**config.mk**
```make
export PLATFORM = sky130hd
export DESIGN_NAME = tva_cordic
export DESIGN_NICKNAME = d
export VERILOG_FILES = /design/src/hw/rtl/tva_pkg.sv /design/src/hw/rtl/tva_cordic.sv
export SDC_FILE = /design/constraint.sdc
export NUM_CORES = 2
export LEC_CHECK = 0
export BUFFER_PORTS_ARGS = -buffer_cell sky130_fd_sc_hd__buf_2
export CORE_MARGIN = 3
export CORE_UTILIZATION = 45
export DETAILED_ROUTE_END_ITERATION = 8
export PLACE_DENSITY = 0.61
export SYNTH_ARGS = -nofsm -noshare
export SYNTH_HDL_FRONTEND = slang
export SYNTH_SLANG_ARGS = --single-unit
```
**constraint.sdc**
```tcl
create_clock -name clk -period 14.1 [get_ports clk]
set_clock_uncertainty 0.2 [all_clocks]
set_input_delay 0.705 -clock clk [delete_from_list [all_inputs] [get_ports clk]]
set_output_delay 0.705 -clock clk [all_outputs]
set_load 0.1 [all_outputs]
```
**src/hw/rtl/tva_pkg.sv**
```systemverilog
package tva_pkg;

	// Geometry and format constants
	localparam int COORD_WIDTH   = 16;
	localparam int CORDIC_STAGES = 16;
	localparam int TABLE_LEN     = 24;
	localparam int CORDIC_ITERS  = (CORDIC_STAGES < TABLE_LEN) ? CORDIC_STAGES : TABLE_LEN;
	localparam int NORM_BIT      = 29;

	localparam int DIFF_W  = COORD_WIDTH + 1;        // edge vector component
	localparam int PROD_W  = 2 * DIFF_W;             // signed product
	localparam int MAG_W   = 2 * COORD_WIDTH + 1;    // |cross|, |dot|
	localparam int SUM_W   = MAG_W + 1;              // signed cross / dot
	localparam int POS_W   = $clog2(MAG_W);          // leading-one position
	localparam int NRM_W   = NORM_BIT + 1;           // normalised magnitude
	localparam int SHW_W   = MAG_W + NORM_BIT;       // pre-shift word
	localparam int CW      = NORM_BIT + 5;           // CORDIC x/y, headroom for gain
	localparam int Z_W     = 26;                     // angle accumulator, deg Q.16
	localparam int ANGLE_W = 16;

	localparam logic [ANGLE_W-1:0]  ANGLE_MAX   = ANGLE_W'(46080);
	localparam logic signed [Z_W-1:0] Z_RIGHT   = Z_W'(90 * 65536);
	localparam logic signed [Z_W-1:0] Z_ROUND   = Z_W'(128);

	typedef struct packed {
		logic valid;
		logic collinear;
	} tva_ctl_t;

	// atan(2^-i) in degrees, Q.16, rounded to nearest
	function automatic logic signed [Z_W-1:0] atan_q16(input int i);
		logic signed [Z_W-1:0] r;
		unique case (i)
			0:       r = Z_W'(2949120);
			1:       r = Z_W'(1740967);
			2:       r = Z_W'(919879);
			3:       r = Z_W'(466945);
			4:       r = Z_W'(234379);
			5:       r = Z_W'(117304);
			6:       r = Z_W'(58666);
			7:       r = Z_W'(29335);
			8:       r = Z_W'(14668);
			9:       r = Z_W'(7334);
			10:      r = Z_W'(3667);
			11:      r = Z_W'(1833);
			12:      r = Z_W'(917);
			13:      r = Z_W'(458);
			14:      r = Z_W'(229);
			15:      r = Z_W'(115);
			16:      r = Z_W'(57);
			17:      r = Z_W'(29);
			18:      r = Z_W'(14);
			19:      r = Z_W'(7);
			20:      r = Z_W'(4);
			21:      r = Z_W'(2);
			22:      r = Z_W'(1);
			default: r = '0;
		endcase
		return r;
	endfunction

endpackage

```
**src/hw/rtl/tva_cordic.sv**
```systemverilog
// Unrolled vectoring CORDIC, one micro-rotation per register stage.
module tva_cordic import tva_pkg::*; (
	input  logic                  clk,
	input  logic                  arst_n,
	input  logic                  en,
	input  tva_ctl_t              ctl_i,
	input  logic signed [CW-1:0]  x_i,
	input  logic signed [CW-1:0]  y_i,
	input  logic signed [Z_W-1:0] z_i,
	output tva_ctl_t              ctl_o,
	output logic signed [Z_W-1:0] z_o
);

	tva_ctl_t              ctl_s [CORDIC_ITERS];
	logic signed [CW-1:0]  x_s   [CORDIC_ITERS];
	logic signed [CW-1:0]  y_s   [CORDIC_ITERS];
	logic signed [Z_W-1:0] z_s   [CORDIC_ITERS];

	tva_ctl_t              ctl_in [CORDIC_ITERS];
	logic signed [CW-1:0]  x_in   [CORDIC_ITERS];
	logic signed [CW-1:0]  y_in   [CORDIC_ITERS];
	logic signed [Z_W-1:0] z_in   [CORDIC_ITERS];

	for (genvar g = 0; g < CORDIC_ITERS; g++) begin : g_stage
		logic signed [CW-1:0] xs, ys;

		if (g == 0) begin : g_first
			assign ctl_in[g] = ctl_i;
			assign x_in[g]   = x_i;
			assign y_in[g]   = y_i;
			assign z_in[g]   = z_i;
		end else begin : g_next
			assign ctl_in[g] = ctl_s[g-1];
			assign x_in[g]   = x_s[g-1];
			assign y_in[g]   = y_s[g-1];
			assign z_in[g]   = z_s[g-1];
		end

		assign xs = x_in[g] >>> g;
		assign ys = y_in[g] >>> g;

		always_ff @(posedge clk or negedge arst_n) begin
			if (!arst_n) begin
				ctl_s[g] <= '0;
			end else if (en) begin
				ctl_s[g] <= ctl_in[g];
			end
		end

		// rotate towards y = 0
		always_ff @(posedge clk) begin
			if (en) begin
				if (y_in[g] > 0) begin
					x_s[g] <= x_in[g] + ys;
					y_s[g] <= y_in[g] - xs;
					z_s[g] <= z_in[g] + atan_q16(g);
				end else begin
					x_s[g] <= x_in[g] - ys;
					y_s[g] <= y_in[g] + xs;
					z_s[g] <= z_in[g] - atan_q16(g);
				end
			end
		end
	end

	assign ctl_o = ctl_s[CORDIC_ITERS-1];
	assign z_o   = z_s[CORDIC_ITERS-1];

endmodule

```
Yosys cells after proc, flatten, opt, wreduce, memory -nomap -nowiden --
Memory sizes are Yosys's and may differ from the RTL's. Cells that the tools add are included.
Operators by class: $add $sub $neg 95, multiply operators 0, divide/modulo/power cells 0, magnitude comparators 16, eq/ne operators 0, shifts and indexed selects 0, mux-type cells 144, bitwise gates (word level) 48, reduce and logical (&&, ||, !) cells 0
Operator list (count):
- $mux 34 | 32
- $gt 34x1->1 const B | 16
- $mux 26 | 16
- $mux 1 | 96
- $add 34x19->34 | 2
- $add 34x20->34 | 2
- $add 34x21->34 | 2
- $add 34x22->34 | 2
- $add 34x23->34 | 2
- $add 34x24->34 | 2
- $add 34x25->34 | 2
- $add 34x26->34 | 2
- $add 34x27->34 | 2
- $add 34x28->34 | 2
- $add 34x29->34 | 2
- $add 34x30->34 | 2
- $add 34x31->34 | 2
- $add 34x32->34 | 2
- $add 34x33->34 | 2
- $sub 34x19->34 | 2
- $sub 34x20->34 | 2
- $sub 34x21->34 | 2
- $sub 34x22->34 | 2
- $sub 34x23->34 | 2
- other kinds (45) | 103
Storage, ports and cells: register bits after elaboration 32, latch bits 0, bits in writable memories 1504, memory bits (read-only) 0, output and inout port bits 28, word-level logic and storage cells 338, memories kept 3
Memories:
- x_s | depth 16, bits a word 34, read ports 15, clocked after memory_dff 0, write ports 16, line tva_cordic.sv:15 | logic signed [CW-1:0] x_s [CORDIC_ITERS];
- y_s | depth 16, bits a word 34, read ports 15, clocked after memory_dff 0, write ports 16, line tva_cordic.sv:16 | logic signed [CW-1:0] y_s [CORDIC_ITERS];
- z_s | depth 16, bits a word 26, read ports 16, clocked after memory_dff 0, write ports 16, line tva_cordic.sv:17 | logic signed [Z_W-1:0] z_s [CORDIC_ITERS];

Longest topological paths before layout --
depth in word-level cells 5, gate-level depth with buffers 27, gate-level depth less buffers 24

Least setup slack after synthesis --
Ideal clock, no wire load.
path type register to register, start mem y_s[1][117] (netlist name), end mem y_s[1][167] (netlist name) (data pin), arrival time 5.900 ns, slack 7.735 ns, cell stages (with the launch flop) 25, buffers on the path 3, clock period less this slack 6.365 ns, path through edfxtp_1 > or4_1 > nor3_1 > nand2_1 > or4_1 > clkbuf_1 > nor2_1 > o21ai_0 > clkbuf_1 > inv_1 > clkbuf_1 > nor2_1 > xor2_1 > ha_1 > o21a_1 > a211oi_1 > nor3b_1 > o2111a_1 > a221oi_1 > o21bai_1 > a21oi_1 > o2111ai_1 > a21oi_1 > o21ai_0 > xor2_1
RTL lines (line):
- start: declaration | tva_cordic.sv:16

==> reports/results.ini <==
[critical_path]
reg2reg_slack_ps=6390
reg2regPathDepth=21
critPathMaxFanout=25
cpMostUsedCell=o21ai_0
setup.worst_path.start_class=register
cp_cell_sequence=or4_1 > or3_1 > or4b_2 > or3_1 > nor4b_4 > a21oi_4 > inv_2 > buf_4 > nor2_1 > xnor2_1 > ha_1 > o21ai_0 > a21boi_0 > o211ai_1 > o221ai_1 > a41oi_1 > o21ai_0 > a21oi_1 > o21ai_0 > a41oi_1 > xnor2_1
endpoint_kind=register
path_class=register to register
cp.arrival_ps=8110
critical-path-slowest-cell=or4b_2
critPathBufInv=2
cpPeakStageDelay_ps=680
r2r_end=x_s[0][135]$_DFFE_PP_
crit_required_ps=14500
crit-reg2reg-launch=y_s[0][86]$_DFFE_PP_
cp_top_family=compound AO/OA/AOI/OAI gates

[global_routing]
grt_pass1_vias=94700
gr-total-overflow=0
grt_pass1_wl_um=536000
grt_antenna_before_repair=3
grt_usage_pct=23.9
grt_max_degree=156

[clock_network]
cts_hold_buffers=20
clock_path_buffers=4
clock_sink_count=1419
htree_levels=4
cts_tree=done
post_cts_buffers=0
cts_resized=0
path_clk_slew_ps=60
root_buffer=clkbuf_16
cts_buffers=173
insertion_delay_ps=890

[logic_synthesis]
synth_common_cells=1,387 x edfxtp_1, 1,377 x ha_1, 1,236 x a21oi_1, 1,202 x xnor2_1, 957 x nor2_1
syn_area_sq_um=122000
synthCells=12900
synth-seq-cells=1419
synth_edf_count=1387
syn_avg_cell_area_sq_um=9.51
synth.most_common_cell=edfxtp_1
synthFlopType=edfxtp_1
yosysTopAreaCellShare_pct=34.1
syn_nets=14400
yosysSeqAreaShare_pct=34.7
yosysWarnings=0
yosys.cell_types.count=92
synthTopCellsByArea=edfxtp_1 34%, ha_1 14%, xnor2_1 8.6%, a21oi_1 5.1%, xor2_1 4.6%
yosys.area.top_type=edfxtp_1
async_flop_share_pct=2.26

[layout]
area_growth_pct=8.75
fill_cells=24900
final_nets=14500
drive_gt1_share_pct=4.75

[routing]
route.detailed.drc=0
via_count=98000
drtPass1Iterations=8
detail-route-antenna-nets=0
drt_wl_total_um=345000
drtIter0Drc=6825
routed_via_density=5.86
wl_per_cell_um=20.7

[floorplanning]
initial_core_util_pct=45.4
coreArea_sq_um=269000
design.die.area_sq_um=278000
io_pins=127
rows=190
die_width_um=527
die_h_um=527

[timing]
post-route-period-util_pct=54.7
fin_setup_tns_ps=0
fin_crit_ps=7710
drv_slew=0
hold_violations=0
setup_viol_count_final=0
fmax_ghz=0.130
relSlewSlack_pct=27.6
rsz0062_at_grt=no
worstMarginPinSlew_ps=1070

[job]
maxCapViolCount=0

[hold_path]
hold_path.startpoint=en
hold_path_end=x_s[0][69]$_DFFE_PP_
hold_depth=1
min_path_type=input pin to register

[placed_design]
port_buffers=126
hpwl_um=277000
place_congestion=0.940

[status]
outcome=complete, no violations

==> stage by stage <==
step	setup slack (ps)	instance area, sq um	utilization, %	instances	hold slack, ps
3_5_place_dp	6330	127000	47.2	16400	205
3_3_place_gp	6460	127000	47.2	16400	204
5_1_grt	5650	133000	49.4	16700	79.4
4_1_cts	6480	133000	49.4	16700	79.6
6_report	6390	133000	49.4	16700	77.3
2_1_floorplan	7730	122000	-	12900	200
==> registers in the layout, summed over array words and instances (netlist names) <==
| name | flops |
|---|---|
| y_s | 510 |
| x_s | 461 |
| z_s | 416 |
| ctl_in | 30 |
| ctl_o | 2 |
==> per-layer routing <==
| layer | global-route usage (%) | wire length (um) |
|---|---|---|
| met5 | 0 | 0 |
| met3 | 2.68 | 16600 |
| met4 | 6.18 | 9130 |
| met1 | 31.7 | 153000 |
| met2 | 41.6 | 166000 |
==> kinds of logic after synthesis <==
kind of cell               share of synthesized area [%]
muxes                                              0.773
xor gates and xnor gates                            13.2
adders and majority gates                           14.8
DFF                                                 34.7
AOI/OAI and AO/OA                                   20.6
buffers and inverters                               2.57
and+or+nand+nor                                     13.2
==> area by class of cell <==
| type | instances | area [sq um] | area share (%) |
|---|---|---|---|
| timing repair buffer | 210 | 1360 | 1.03 |
| multi-input combinational | 10600 | 76700 | 57.7 |
| tap | 3552 | 4440 | 3.35 |
| clock inverter | 101 | 1070 | 0.804 |
| sequential | 1419 | 42500 | 32.0 |
| antenna | 6 | 15.0 | 0.0113 |
| clock buffer | 209 | 4550 | 3.43 |
| inverter | 610 | 2290 | 1.73 |
==> worst max-delay path by stage <==
stage | from | cells after the start | to
global placement | en | 22 | y_s[1][202]$_DFFE_PP_
CTS | y_s[0][86]$_DFFE_PP_ | 21 | x_s[0][135]$_DFFE_PP_
floorplan | y_s[1][117]$_DFFE_PP_ | 24 | y_s[1][167]$_DFFE_PP_
detailed placement | en | 22 | y_s[1][202]$_DFFE_PP_
global route | y_s[0][248]$_DFFE_PP_ | 24 | x_s[1][33]$_DFFE_PP_
finish | y_s[0][86]$_DFFE_PP_ | 21 | x_s[0][135]$_DFFE_PP_
==> cells in the final DEF, fill, tap and decap left out, types with 32 or more instances in the layout <==
master	Yosys	final
edfxtp_1	1387	1387
ha_1	1377	1377
a21oi_1	1236	1233
xnor2_1	1202	1202
nor2_1	957	957
o21ai_0	799	797
nand2_1	717	717
xor2_1	644	644
inv_1	599	598
a21o_1	572	572
nor3_1	269	269
nand2b_1	227	227
o21a_1	219	219
nand3_1	206	206
nor2b_1	205	205
o31ai_1	193	193
clkbuf_16	0	176
o21bai_1	170	170
or3_1	125	125
buf_2	18	125
nor4_1	110	110
a211oi_1	108	108
a31oi_1	107	107
and3_1	98	98
nand4_1	98	98
or4_1	82	82
o41ai_1	79	79
buf_4	5	61
mux2_2	59	59
or2_2	52	52
o211ai_1	51	51
and2_1	46	46
fa_1	45	45
a21boi_0	42	42
o31a_1	38	38
dfrtp_1	32	32
Power is left out: the tool's default activity adds up to more than one toggle a clock period on the data nets, which glitch-free logic cannot reach.
